--- src/rtl/character_stream_lexer_unit_macros.svh ---
// Assertion macros shared by the lexer RTL files.
// No dependencies; included by the front end, the queue and the back end.
`ifndef CHARACTER_STREAM_LEXER_UNIT_MACROS_SVH
`define CHARACTER_STREAM_LEXER_UNIT_MACROS_SVH
`ifndef SYNTH
// Condition that must hold at every clock edge out of reset.
`define CSL_ASSERT_ALWAYS(lbl, clk, rst_n, cond, msg) \
    lbl: assert property (@(posedge clk) disable iff (!rst_n) (cond)) else $error(msg);
// Antecedent in a cycle implies consequent in the next.
`define CSL_ASSERT_NEXT(lbl, clk, rst_n, ante, cons, msg) \
    lbl: assert property (@(posedge clk) disable iff (!rst_n) (ante) |=> (cons)) \
        else $error(msg);
`else
`define CSL_ASSERT_ALWAYS(lbl, clk, rst_n, cond, msg)
`define CSL_ASSERT_NEXT(lbl, clk, rst_n, ante, cons, msg)
`endif
`endif

--- src/rtl/csl_pkg.sv ---
// Shared constants, codes and the result plan type for the character lexer.
// No dependencies; imported by every lexer module.
package csl_pkg;

    localparam int FifoDepthDefault = 4;

    // Lexer modes.
    localparam logic [2:0] MODE_IDLE   = 3'd0;
    localparam logic [2:0] MODE_WORD   = 3'd1;
    localparam logic [2:0] MODE_NUMBER = 3'd2;
    localparam logic [2:0] MODE_SQ     = 3'd3;
    localparam logic [2:0] MODE_DQ     = 3'd4;
    localparam logic [2:0] MODE_BQ     = 3'd5;

    // Token classes.
    localparam logic [2:0] CLS_WORD    = 3'd0;
    localparam logic [2:0] CLS_NUMBER  = 3'd1;
    localparam logic [2:0] CLS_ARITH   = 3'd2;
    localparam logic [2:0] CLS_BRACKET = 3'd3;
    localparam logic [2:0] CLS_SQ      = 3'd4;
    localparam logic [2:0] CLS_DQ      = 3'd5;
    localparam logic [2:0] CLS_BQ      = 3'd6;

    // Result kinds.
    localparam logic RK_CHAR = 1'b0;
    localparam logic RK_END  = 1'b1;

    // Input kinds.
    localparam logic IK_CHAR = 1'b0;
    localparam logic IK_EOF  = 1'b1;

    // Character codes.
    localparam logic [7:0] CH_PLUS   = 8'h2B;
    localparam logic [7:0] CH_MINUS  = 8'h2D;
    localparam logic [7:0] CH_STAR   = 8'h2A;
    localparam logic [7:0] CH_SLASH  = 8'h2F;
    localparam logic [7:0] CH_EQUAL  = 8'h3D;
    localparam logic [7:0] CH_LT     = 8'h3C;
    localparam logic [7:0] CH_GT     = 8'h3E;
    localparam logic [7:0] CH_LPAR   = 8'h28;
    localparam logic [7:0] CH_RPAR   = 8'h29;
    localparam logic [7:0] CH_LBRACE = 8'h7B;
    localparam logic [7:0] CH_RBRACE = 8'h7D;
    localparam logic [7:0] CH_LBRACK = 8'h5B;
    localparam logic [7:0] CH_RBRACK = 8'h5D;
    localparam logic [7:0] CH_DOT    = 8'h2E;
    localparam logic [7:0] CH_ZERO   = 8'h30;
    localparam logic [7:0] CH_NINE   = 8'h39;
    localparam logic [7:0] CH_BTICK  = 8'h60;
    localparam logic [7:0] CH_DQUOTE = 8'h22;
    localparam logic [7:0] CH_SQUOTE = 8'h27;
    localparam logic [7:0] CH_BSLASH = 8'h5C;
    localparam logic [7:0] CH_SPACE  = 8'h20;
    localparam logic [7:0] CH_LF     = 8'h0A;
    localparam logic [7:0] CH_CR     = 8'h0D;

    // Up to three results for one input item, always in this order:
    // closing marker of a pending token, the character, a trailing marker.
    typedef struct packed {
        logic       has_close;
        logic [2:0] close_cls;
        logic       has_char;
        logic [7:0] ch;
        logic [2:0] cls;
        logic       first;
        logic       has_end;
    } t_plan;

endpackage

--- src/rtl/csl_front.sv ---
// Front end of the lexer: classifies each input item and keeps the lexer state.
// Depends on csl_pkg and the assertion macro header.
`include "character_stream_lexer_unit_macros.svh"
module csl_front (
    input  logic           i_clk,
    input  logic           i_rst_n,
    input  logic           i_accept,
    input  logic           i_kind,
    input  logic [7:0]     i_char,
    output logic           o_push,
    output csl_pkg::t_plan o_plan
);
    import csl_pkg::*;

    logic [2:0] r_mode;
    logic [2:0] n_mode;
    logic       r_prev_bs;
    logic       n_prev_bs;
    logic [2:0] mode;
    logic       pend;
    logic [2:0] pend_cls;
    logic [7:0] quote_ch;
    logic       is_ws;
    logic       is_quote;
    logic       is_num;
    logic       is_arith;
    logic       is_brack;
    t_plan      plan;

    always_comb begin
        mode     = (r_mode > MODE_BQ) ? MODE_IDLE : r_mode;
        pend     = (mode == MODE_WORD) || (mode == MODE_NUMBER);
        pend_cls = (mode == MODE_WORD) ? CLS_WORD : CLS_NUMBER;
        quote_ch = (mode == MODE_SQ) ? CH_SQUOTE : (mode == MODE_DQ) ? CH_DQUOTE : CH_BTICK;
        is_ws    = (i_char == CH_SPACE) || (i_char == CH_LF) || (i_char == CH_CR);
        is_quote = (i_char == CH_SQUOTE) || (i_char == CH_DQUOTE) || (i_char == CH_BTICK);
        is_num   = ((i_char >= CH_ZERO) && (i_char <= CH_NINE)) || (i_char == CH_DOT);
        is_arith = (i_char == CH_PLUS) || (i_char == CH_MINUS) || (i_char == CH_STAR) ||
                   (i_char == CH_SLASH) || (i_char == CH_EQUAL);
        is_brack = (i_char == CH_LT) || (i_char == CH_GT) || (i_char == CH_LPAR) ||
                   (i_char == CH_RPAR) || (i_char == CH_LBRACE) || (i_char == CH_RBRACE) ||
                   (i_char == CH_LBRACK) || (i_char == CH_RBRACK);

        plan      = '0;
        plan.ch   = i_char;
        n_mode    = mode;
        n_prev_bs = r_prev_bs;

        if (i_kind == IK_EOF) begin
            // The closing class is the mode code less one, quotes included.
            plan.has_close = (mode != MODE_IDLE);
            plan.close_cls = mode - 3'd1;
            n_mode         = MODE_IDLE;
            n_prev_bs      = 1'b0;
        end else if (mode >= MODE_SQ) begin
            plan.has_char = 1'b1;
            plan.cls      = mode + 3'd1;
            if ((i_char == quote_ch) && !r_prev_bs) begin
                plan.has_end = 1'b1;
                n_mode       = MODE_IDLE;
                n_prev_bs    = 1'b0;
            end else begin
                n_prev_bs = (i_char == CH_BSLASH);
            end
        end else if (is_ws) begin
            plan.has_close = pend;
            plan.close_cls = pend_cls;
            n_mode         = MODE_IDLE;
        end else if (is_quote) begin
            plan.has_close = pend;
            plan.close_cls = pend_cls;
            plan.has_char  = 1'b1;
            plan.first     = 1'b1;
            if (i_char == CH_SQUOTE) begin
                n_mode   = MODE_SQ;
                plan.cls = CLS_SQ;
            end else if (i_char == CH_DQUOTE) begin
                n_mode   = MODE_DQ;
                plan.cls = CLS_DQ;
            end else begin
                n_mode   = MODE_BQ;
                plan.cls = CLS_BQ;
            end
            n_prev_bs = 1'b0;
        end else if (is_num) begin
            plan.has_char = 1'b1;
            plan.cls      = CLS_NUMBER;
            if (mode != MODE_NUMBER) begin
                plan.has_close = pend;
                plan.close_cls = pend_cls;
                plan.first     = 1'b1;
                n_mode         = MODE_NUMBER;
            end
        end else if (is_arith || is_brack) begin
            plan.has_close = pend;
            plan.close_cls = pend_cls;
            plan.has_char  = 1'b1;
            plan.cls       = is_arith ? CLS_ARITH : CLS_BRACKET;
            plan.first     = 1'b1;
            plan.has_end   = 1'b1;
            n_mode         = MODE_IDLE;
        end else begin
            plan.has_char = 1'b1;
            plan.cls      = CLS_WORD;
            if (mode != MODE_WORD) begin
                plan.has_close = pend;
                plan.close_cls = pend_cls;
                plan.first     = 1'b1;
                n_mode         = MODE_WORD;
            end
        end
    end

    assign o_plan = plan;
    assign o_push = i_accept && (plan.has_close || plan.has_char || plan.has_end);

    always_ff @(posedge i_clk) begin
        if (!i_rst_n) begin
            r_mode    <= MODE_IDLE;
            r_prev_bs <= 1'b0;
        end else if (i_accept) begin
            r_mode    <= n_mode;
            r_prev_bs <= n_prev_bs;
        end
    end

    `CSL_ASSERT_ALWAYS(a_bs_only_in_quote, i_clk, i_rst_n, (r_mode >= MODE_SQ) || !r_prev_bs, "backslash flag set outside a quote")
    `CSL_ASSERT_NEXT(a_eof_idles, i_clk, i_rst_n, i_accept && (i_kind == IK_EOF), (r_mode == MODE_IDLE) && !r_prev_bs, "end of input did not return to idle")

endmodule

--- src/rtl/csl_queue.sv ---
// Short queue of result plans between the lexer front end and back end.
// Depends on csl_pkg and the assertion macro header.
`include "character_stream_lexer_unit_macros.svh"
module csl_queue #(
    parameter int Depth = csl_pkg::FifoDepthDefault
) (
    input  logic           i_clk,
    input  logic           i_rst_n,
    input  logic           i_push,
    input  csl_pkg::t_plan i_plan,
    output logic           o_full,
    input  logic           i_pop,
    output logic           o_nonempty,
    output csl_pkg::t_plan o_head
);
    import csl_pkg::*;

    localparam int PtrW = (Depth > 1) ? $clog2(Depth) : 1;
    localparam int CntW = $clog2(Depth + 1);
    localparam logic [PtrW-1:0] PtrLast = PtrW'(Depth - 1);
    localparam logic [CntW-1:0] CntFull = CntW'(Depth);

    t_plan           r_slot [Depth];
    logic [PtrW-1:0] r_wr_ptr;
    logic [PtrW-1:0] r_rd_ptr;
    logic [CntW-1:0] r_count;
    logic [CntW-1:0] n_count;

    assign o_full     = (r_count == CntFull);
    assign o_nonempty = (r_count != '0);
    assign o_head     = r_slot[r_rd_ptr];

    always_comb begin
        n_count = r_count;
        if (i_push && !i_pop) begin
            n_count = r_count + CntW'(1);
        end else if (i_pop && !i_push) begin
            n_count = r_count - CntW'(1);
        end
    end

    always_ff @(posedge i_clk) begin
        if (i_push) begin
            r_slot[r_wr_ptr] <= i_plan;
        end
    end

    always_ff @(posedge i_clk) begin
        if (!i_rst_n) begin
            r_wr_ptr <= '0;
            r_rd_ptr <= '0;
            r_count  <= '0;
        end else begin
            if (i_push) begin
                r_wr_ptr <= (r_wr_ptr == PtrLast) ? '0 : r_wr_ptr + PtrW'(1);
            end
            if (i_pop) begin
                r_rd_ptr <= (r_rd_ptr == PtrLast) ? '0 : r_rd_ptr + PtrW'(1);
            end
            r_count <= n_count;
        end
    end

    `CSL_ASSERT_ALWAYS(a_no_overflow, i_clk, i_rst_n, !(i_push && o_full), "push into a full queue")
    `CSL_ASSERT_ALWAYS(a_no_underflow, i_clk, i_rst_n, !(i_pop && !o_nonempty), "pop from an empty queue")

endmodule

--- src/rtl/csl_back.sv ---
// Back end of the lexer: expands each plan into result items, one per cycle while the output is accepted.
// Depends on csl_pkg and the assertion macro header.
`include "character_stream_lexer_unit_macros.svh"
module csl_back (
    input  logic           i_clk,
    input  logic           i_rst_n,
    input  logic           i_nonempty,
    input  csl_pkg::t_plan i_head,
    output logic           o_pop,
    output logic           o_valid,
    input  logic           i_ready,
    output logic           o_kind,
    output logic [7:0]     o_char,
    output logic [2:0]     o_cls,
    output logic           o_first,
    output logic           o_last
);
    import csl_pkg::*;

    t_plan      r_pend;
    logic       r_busy;
    logic       r_valid;
    logic       r_kind;
    logic [7:0] r_char;
    logic [2:0] r_cls;
    logic       r_first;
    logic       r_last;
    t_plan      src;
    t_plan      rem;
    logic       out_free;
    logic       emit;
    logic       n_kind;
    logic [7:0] n_char;
    logic [2:0] n_cls;
    logic       n_first;

    assign out_free = !r_valid || i_ready;
    assign emit     = out_free && (r_busy || i_nonempty);
    assign o_pop    = out_free && !r_busy && i_nonempty;

    always_comb begin
        src     = r_busy ? r_pend : i_head;
        rem     = src;
        n_kind  = RK_END;
        n_char  = '0;
        n_cls   = src.cls;
        n_first = 1'b0;
        if (src.has_close) begin
            n_cls         = src.close_cls;
            rem.has_close = 1'b0;
        end else if (src.has_char) begin
            n_kind       = RK_CHAR;
            n_char       = src.ch;
            n_first      = src.first;
            rem.has_char = 1'b0;
        end else begin
            rem.has_end = 1'b0;
        end
    end

    always_ff @(posedge i_clk) begin
        if (emit) begin
            r_pend  <= rem;
            r_kind  <= n_kind;
            r_char  <= n_char;
            r_cls   <= n_cls;
            r_first <= n_first;
            r_last  <= !(rem.has_close || rem.has_char || rem.has_end);
        end
    end

    always_ff @(posedge i_clk) begin
        if (!i_rst_n) begin
            r_busy  <= 1'b0;
            r_valid <= 1'b0;
        end else begin
            if (emit) begin
                r_busy  <= rem.has_close || rem.has_char || rem.has_end;
                r_valid <= 1'b1;
            end else if (i_ready) begin
                r_valid <= 1'b0;
            end
        end
    end

    assign o_valid = r_valid;
    assign o_kind  = r_kind;
    assign o_char  = r_char;
    assign o_cls   = r_cls;
    assign o_first = r_first;
    assign o_last  = r_last;

    `CSL_ASSERT_ALWAYS(a_more_follows, i_clk, i_rst_n, !(r_valid && !r_last) || r_busy, "non-final result with nothing left to send")

endmodule

--- src/rtl/character_stream_lexer_unit.sv ---
// Character stream lexer: accepts one input item per cycle while the result queue has room.
// Each item yields zero to three result items; results leave at one per cycle while the
// output is ready. The accepting edge writes the item's plan into the queue; the back end
// then loads its first result into its output register once that register is free.
// Synchronous active-low reset returns the lexer to idle and empties queue and output.
// Depends on csl_pkg, csl_front, csl_queue, csl_back and macros.
module character_stream_lexer_unit #(
    parameter int FifoDepth = csl_pkg::FifoDepthDefault
) (
    input  logic       i_clk,
    input  logic       i_rst_n,
    // Input items.
    input  logic       i_s_axis_tvalid,
    output logic       o_s_axis_tready,
    input  logic [7:0] i_s_axis_tdata,   // [7:0] char_in
    input  logic [0:0] i_s_axis_tuser,   // [0] kind: 0 character, 1 end of input
    // Result items.
    output logic       o_m_axis_tvalid,
    input  logic       i_m_axis_tready,
    output logic [7:0] o_m_axis_tdata,   // [7:0] char_out
    output logic [4:0] o_m_axis_tuser,   // [0] result_kind, [3:1] token_class, [4] token_first
    output logic       o_m_axis_tlast    // final result caused by one input item
);
    import csl_pkg::*;

    // The front end works out, in the cycle an item is accepted, every result
    // that the item causes and stores them as a single plan in the queue. The
    // lexer state therefore moves on at full input rate while the queue has room, and
    // the back end is left to spread each plan over as many output cycles as it needs.
    logic       in_accept;
    logic       push;
    t_plan      push_plan;
    logic       q_full;
    logic       q_nonempty;
    logic       pop;
    t_plan      head;
    logic       res_kind;
    logic [2:0] res_cls;
    logic       res_first;

    // Ready depends only on the registered fill level of the queue, so there
    // is no combinational path from the output ready back to the input.
    assign o_s_axis_tready = !q_full;
    assign in_accept       = i_s_axis_tvalid && !q_full;

    csl_front u_front (
        .i_clk    (i_clk),
        .i_rst_n  (i_rst_n),
        .i_accept (in_accept),
        .i_kind   (i_s_axis_tuser[0]),
        .i_char   (i_s_axis_tdata),
        .o_push   (push),
        .o_plan   (push_plan)
    );

    csl_queue #(
        .Depth (FifoDepth)
    ) u_queue (
        .i_clk      (i_clk),
        .i_rst_n    (i_rst_n),
        .i_push     (push),
        .i_plan     (push_plan),
        .o_full     (q_full),
        .i_pop      (pop),
        .o_nonempty (q_nonempty),
        .o_head     (head)
    );

    // The back end holds the plan it is working through and feeds a
    // registered output stage, which it reloads in the same cycle that the
    // previous result is taken.
    csl_back u_back (
        .i_clk      (i_clk),
        .i_rst_n    (i_rst_n),
        .i_nonempty (q_nonempty),
        .i_head     (head),
        .o_pop      (pop),
        .o_valid    (o_m_axis_tvalid),
        .i_ready    (i_m_axis_tready),
        .o_kind     (res_kind),
        .o_char     (o_m_axis_tdata),
        .o_cls      (res_cls),
        .o_first    (res_first),
        .o_last     (o_m_axis_tlast)
    );

    assign o_m_axis_tuser = {res_first, res_cls, res_kind};

endmodule

--- config.mk ---
export PLATFORM = sky130hd
export DESIGN_NAME = character_stream_lexer_unit
export DESIGN_NICKNAME = d
export VERILOG_FILES = /design/src/rtl/csl_pkg.sv /design/src/rtl/csl_front.sv /design/src/rtl/csl_queue.sv /design/src/rtl/csl_back.sv /design/src/rtl/character_stream_lexer_unit.sv
export VERILOG_INCLUDE_DIRS = /design/src /design/src/rtl
export SDC_FILE = /design/constraint.sdc
export NUM_CORES = 1
export LEC_CHECK = 0
export ABC_AREA = 1
export BUFFER_PORTS_ARGS = -buffer_cell sky130_fd_sc_hd__clkbuf_2
export CAP_MARGIN = 20
export CORE_ASPECT_RATIO = 0.6
export CORE_MARGIN = 2
export CORE_UTILIZATION = 55
export CTS_CLUSTER_DIAMETER = 120
export DETAILED_ROUTE_END_ITERATION = 10
export GPL_ROUTABILITY_DRIVEN = 0
export PLACE_DENSITY = 0.76
export SYNTH_ARGS = -nofsm -noshare
export SYNTH_HDL_FRONTEND = slang
export SYNTH_SLANG_ARGS = --single-unit
export TNS_END_PERCENT = 10
--- constraint.sdc ---
create_clock -name i_clk -period 3.3 [get_ports i_clk]
set_input_delay 0.495 -clock i_clk [delete_from_list [all_inputs] [get_ports i_clk]]
set_output_delay 0.495 -clock i_clk [all_outputs]
set_load 0.02 [all_outputs]
==> run_results.csv <==
group,metric,value,unit
timing,period_minus_slack,2.89,ns
yosys,post_synth_inst_count,509,
timing,slew_viol_final,0,
critical_path,crit_end_category,"register",
global_routing,grt_pass1_wl,17800,um
yosys,synth-async-reset-ratio,0,%
final_layout,antennaDiodeCount,0,
final_layout,postLayoutCoreUtil,67.0,%
global_routing,initial_antenna_violation_count,0,
power_and_ir_drop,cellLeakagePower,2.49,nW
critical_path,cp.arrival,3.23,ns
timing,timing.final.hold_violations,0,
floorplan,core_region_area,9220,um^2
routing,first_drt_iteration_drcs,339,
routing,viasPerCell,5.50,
timing,tns,0,ns
power_and_ir_drop,vdd_drop_max,0.488,mV
timing,hold-worst-slack,0.401,ns
power_and_ir_drop,pwr_density_cell,926,nW/um^2
floorplan,rows,27,
run_status,run_status,"complete, no violations",
routing,drt_first_pass_iters,5,
critical_path,maximum_fanout_along_the_worst_path,8,
yosys,ys_ff_latch,116,
yosys,syn-num-nets,535,
floorplan,die_y_extent,79.8,um
clock_network,cts_made_buffers,17,
placement,placement.io_buffers,28,
global_routing,maximum_number_of_pins_on_one_net_before_global_route_repair,38,
yosys,synth.distinct_cells,36,
yosys,synth.largest_area_cell,"sky130_fd_sc_hd__edfxtp_1",
clock_network,clk_pin_slew_worst_paths,0.06,ns
floorplan,die_w,130,um
critical_path,path_class,"register to register",
global_routing,grtUsageTotal,23.3,%
floorplan,initial_utilization,57.1,%
routing,wl,11200,um
timing,grt_setup_unrepaired,"false",
timing,finalClockSkew,0.00911,ns
yosys,dominantRegCellSynth,"sky130_fd_sc_hd__edfxtp_1",
floorplan,ios,29,
final_layout,final_net_count,575,
timing,fin_ws,0.409,ns
timing,fmax,346,MHz
clock_network,clock_insertion_delay_worst_skew,0.41,ns
yosys,yosys.area.top_type_share,57.6,%
critical_path,worstPathRequired,3.64,ns
routing,final_antenna_net_count,0,
routing,route.vias.total,3807,
placement,place.detailed.hpwl,7350,um
flow_run,drv.max_cap_violation_count,0,
global_routing,grt_pass1_vias,3443,
clock_network,tritoncts,"done",
final_layout,layout-drive-gt1-share,17.8,%
yosys,synth_warnings,0,
clock_network,clock_tree.buffer_depth,2,
yosys,post_synth_instance_area,5260,um^2
final_layout,syn2layout_area_growth,17.4,%
yosys,yosysSeqAreaShare,63.3,%
placement,preCtsSetupSlack,0.132,ns
clock_network,cts-root-buf,"sky130_fd_sc_hd__clkbuf_16",
yosys,synth_enable_flop_cells,101,
yosys,largest_cells_by_area_after_synthesis,"sky130_fd_sc_hd__edfxtp_1 58%, sky130_fd_sc_hd__nand2_1 6.3%, sky130_fd_sc_hd__dfxtp_1 5.7%, sky130_fd_sc_hd__nor2_1 5.4%, sky130_fd_sc_hd__o21ai_0 4.6%",
hold_path,class_of_the_worst_hold_path,"input port to register",
clock_network,post-cts-setup-buffers,0,
clock_network,cts_htree_levels,4,
critical_path,setup.worst_path.start_class,"register",
timing,timing.final.crit_share,87.6,%
global_routing,grt_overflow_total,0,
placement,placed_cell_area,5560,um^2
routing,drt_drc_violations_left,0,
yosys,syn_area_per_cell,10.3,um^2
floorplan,floorplan.die_area,10400,um^2
timing,finalSetupViolations,0,
timing,timing.max_slew.rel_slack,45.3,%
clock_network,cts_num_sinks,116,
final_layout,post-route-cell-area,6180,um^2
timing,worst_slew_pin_slew,0.816,ns
routing,route.detailed.wl_per_inst,16.2,um
==> sequential cells by signal (all words and copies together) (netlist names), named ones only <==
register / count
u_back.o_char: 8
u_back.o_cls: 3
u_back.o_first: 1
u_back.o_kind: 1
u_back.o_last: 1
u_back.o_valid: 1
u_back.r_busy: 1
u_back.r_pend: 15
u_front.r_mode: 3
u_front.r_prev_bs: 1
u_queue.r_count: 3
u_queue.r_rd_ptr: 2
u_queue.r_slot: 72
u_queue.r_wr_ptr: 2
==> synth_stat cells, types with 5 or more instances <==
master and n:
sky130_fd_sc_hd__edfxtp_1 101, sky130_fd_sc_hd__o22ai_1 12, sky130_fd_sc_hd__ha_1 12, sky130_fd_sc_hd__dfxtp_1 15
sky130_fd_sc_hd__inv_2 8, sky130_fd_sc_hd__nand3_1 14, sky130_fd_sc_hd__inv_1 45, sky130_fd_sc_hd__o21ai_0 48
sky130_fd_sc_hd__nand2_2 5, sky130_fd_sc_hd__nand2_1 88, sky130_fd_sc_hd__a21oi_1 25, sky130_fd_sc_hd__clkbuf_1 11
sky130_fd_sc_hd__nor3_1 6, sky130_fd_sc_hd__nor2_1 76
==> per-stage QoR <==
| step | std cells | power, mW |
|---|---|---|
| 2_1_floorplan | 509 | 3.43 |
| 4_1_cts | 691 | 5.67 |
| 3_3_place_gp | 659 | 3.87 |
| 6_report | 692 | 5.72 |
| 3_5_place_dp | 659 | 3.93 |
| 5_1_grt | 692 | 6.06 |
==> per-layer routing <==
layer  routed length, um  GRT usage (%)  part of all wire [%]  vias to the layer above
met5                   0              0                     0                        -
met2                4680           32.0                    42                      183
met4                 108           6.02                  0.97                        0
met1                5340           34.9                    48                     1761
met3                1050           8.18                   9.4                       14
li1                    -              -                     -                     1849
==> cell families (layout without fill, tap and decap cells) <==
| logic type | count (synthesis) | count (layout) | share of synthesized area (%) |
|---|---|---|---|
| AO/OA/AOI/OAI | 105 | 105 | 11.7 |
| adder cells (fa/ha/maj) | 13 | 13 | 3.23 |
| buffers and inverters | 72 | 125 | 5.37 |
| flip-flops | 116 | 116 | 63.3 |
| AND/OR/NAND/NOR | 203 | 203 | 16.3 |
==> cell type report <==
type	instances	area, um^2
timing repair buffer	39	243
clock inverter	10	109
multi-input combinational	321	1670
inverter	54	203
fill	664	3050
sequential	116	3330
clock buffer	22	454
tap	130	163
==> cell usage in the layout (no fill, tap or decap), types with 2 or more instances in the layout <==
master,n
sky130_fd_sc_hd__a21oi_2,4
sky130_fd_sc_hd__edfxtp_1,101
sky130_fd_sc_hd__nand3_1,14
sky130_fd_sc_hd__buf_4,10
sky130_fd_sc_hd__inv_2,9
sky130_fd_sc_hd__o21ai_0,48
sky130_fd_sc_hd__nand2_1,88
sky130_fd_sc_hd__o22ai_1,12
sky130_fd_sc_hd__clkinv_2,5
sky130_fd_sc_hd__nand2_2,5
sky130_fd_sc_hd__bufinv_16,2
sky130_fd_sc_hd__clkbuf_16,17
sky130_fd_sc_hd__a31oi_1,4
sky130_fd_sc_hd__ha_1,11
sky130_fd_sc_hd__nor3_1,6
sky130_fd_sc_hd__a21oi_1,24
sky130_fd_sc_hd__inv_1,44
sky130_fd_sc_hd__a32o_1,2
sky130_fd_sc_hd__clkbuf_2,28
sky130_fd_sc_hd__a211oi_1,2
sky130_fd_sc_hd__nand4_1,4
sky130_fd_sc_hd__nand3_2,4
sky130_fd_sc_hd__nor2_2,4
sky130_fd_sc_hd__dfxtp_1,14
sky130_fd_sc_hd__nor2_1,75
sky130_fd_sc_hd__clkbuf_1,4
sky130_fd_sc_hd__clkinvlp_4,2
sky130_fd_sc_hd__a211oi_2,2
sky130_fd_sc_hd__o211a_1,2
==> critical path: stages (launching register included) <==
cell and delay [ns]:
sky130_fd_sc_hd__dfxtp_2 0.36, sky130_fd_sc_hd__nand2_1 0.06, sky130_fd_sc_hd__nand2_1 0.08, sky130_fd_sc_hd__inv_1 0.06
sky130_fd_sc_hd__ha_1 0.21, sky130_fd_sc_hd__inv_1 0.10, sky130_fd_sc_hd__ha_4 0.18, sky130_fd_sc_hd__inv_2 0.08
sky130_fd_sc_hd__nor2_2 0.10, sky130_fd_sc_hd__inv_1 0.08, sky130_fd_sc_hd__a211oi_2 0.17, sky130_fd_sc_hd__nand2_2 0.10
sky130_fd_sc_hd__nand3_2 0.09, sky130_fd_sc_hd__nand2_4 0.08, sky130_fd_sc_hd__inv_2 0.07, sky130_fd_sc_hd__ha_1 0.14
sky130_fd_sc_hd__inv_1 0.07, sky130_fd_sc_hd__fa_1 0.38, sky130_fd_sc_hd__nor2_1 0.11, sky130_fd_sc_hd__nor2_1 0.04
sky130_fd_sc_hd__nand2_1 0.07, sky130_fd_sc_hd__o21ai_0 0.07, sky130_fd_sc_hd__a21oi_1 0.11
==> timing repair <==
item	CTS	global route
setup endpoints to repair	0	2
endpoints found under the hold margin	0	0
gates resized for setup	0	7
hold buffers	0	0
==> worst paths after layout <==
| check | startpoint | endpoint | slack (ns) | depth (start not counted) |
|---|---|---|---|---|
| setup / recovery | u_front.r_mode[2] | u_queue.r_count[2] | 0.41 | 22 |
| hold / removal | i_s_axis_tdata[7] | u_queue.r_slot[0][12] | 0.40 | 1 |
| setup reg to reg | u_front.r_mode[2] | u_queue.r_count[2] | 0.41 | 22 |
| hold reg to reg | u_front.r_mode[0] | u_front.r_mode[0] | 0.49 | 2 |
==> power by group <==
group,internal [mW],switching [mW],total (mW)
clock,1.12,0.620,1.74
sequential,2.08,0.121,2.20
combinational,0.544,1.23,1.77
Note: power is estimated with default switching activity, not from simulation.
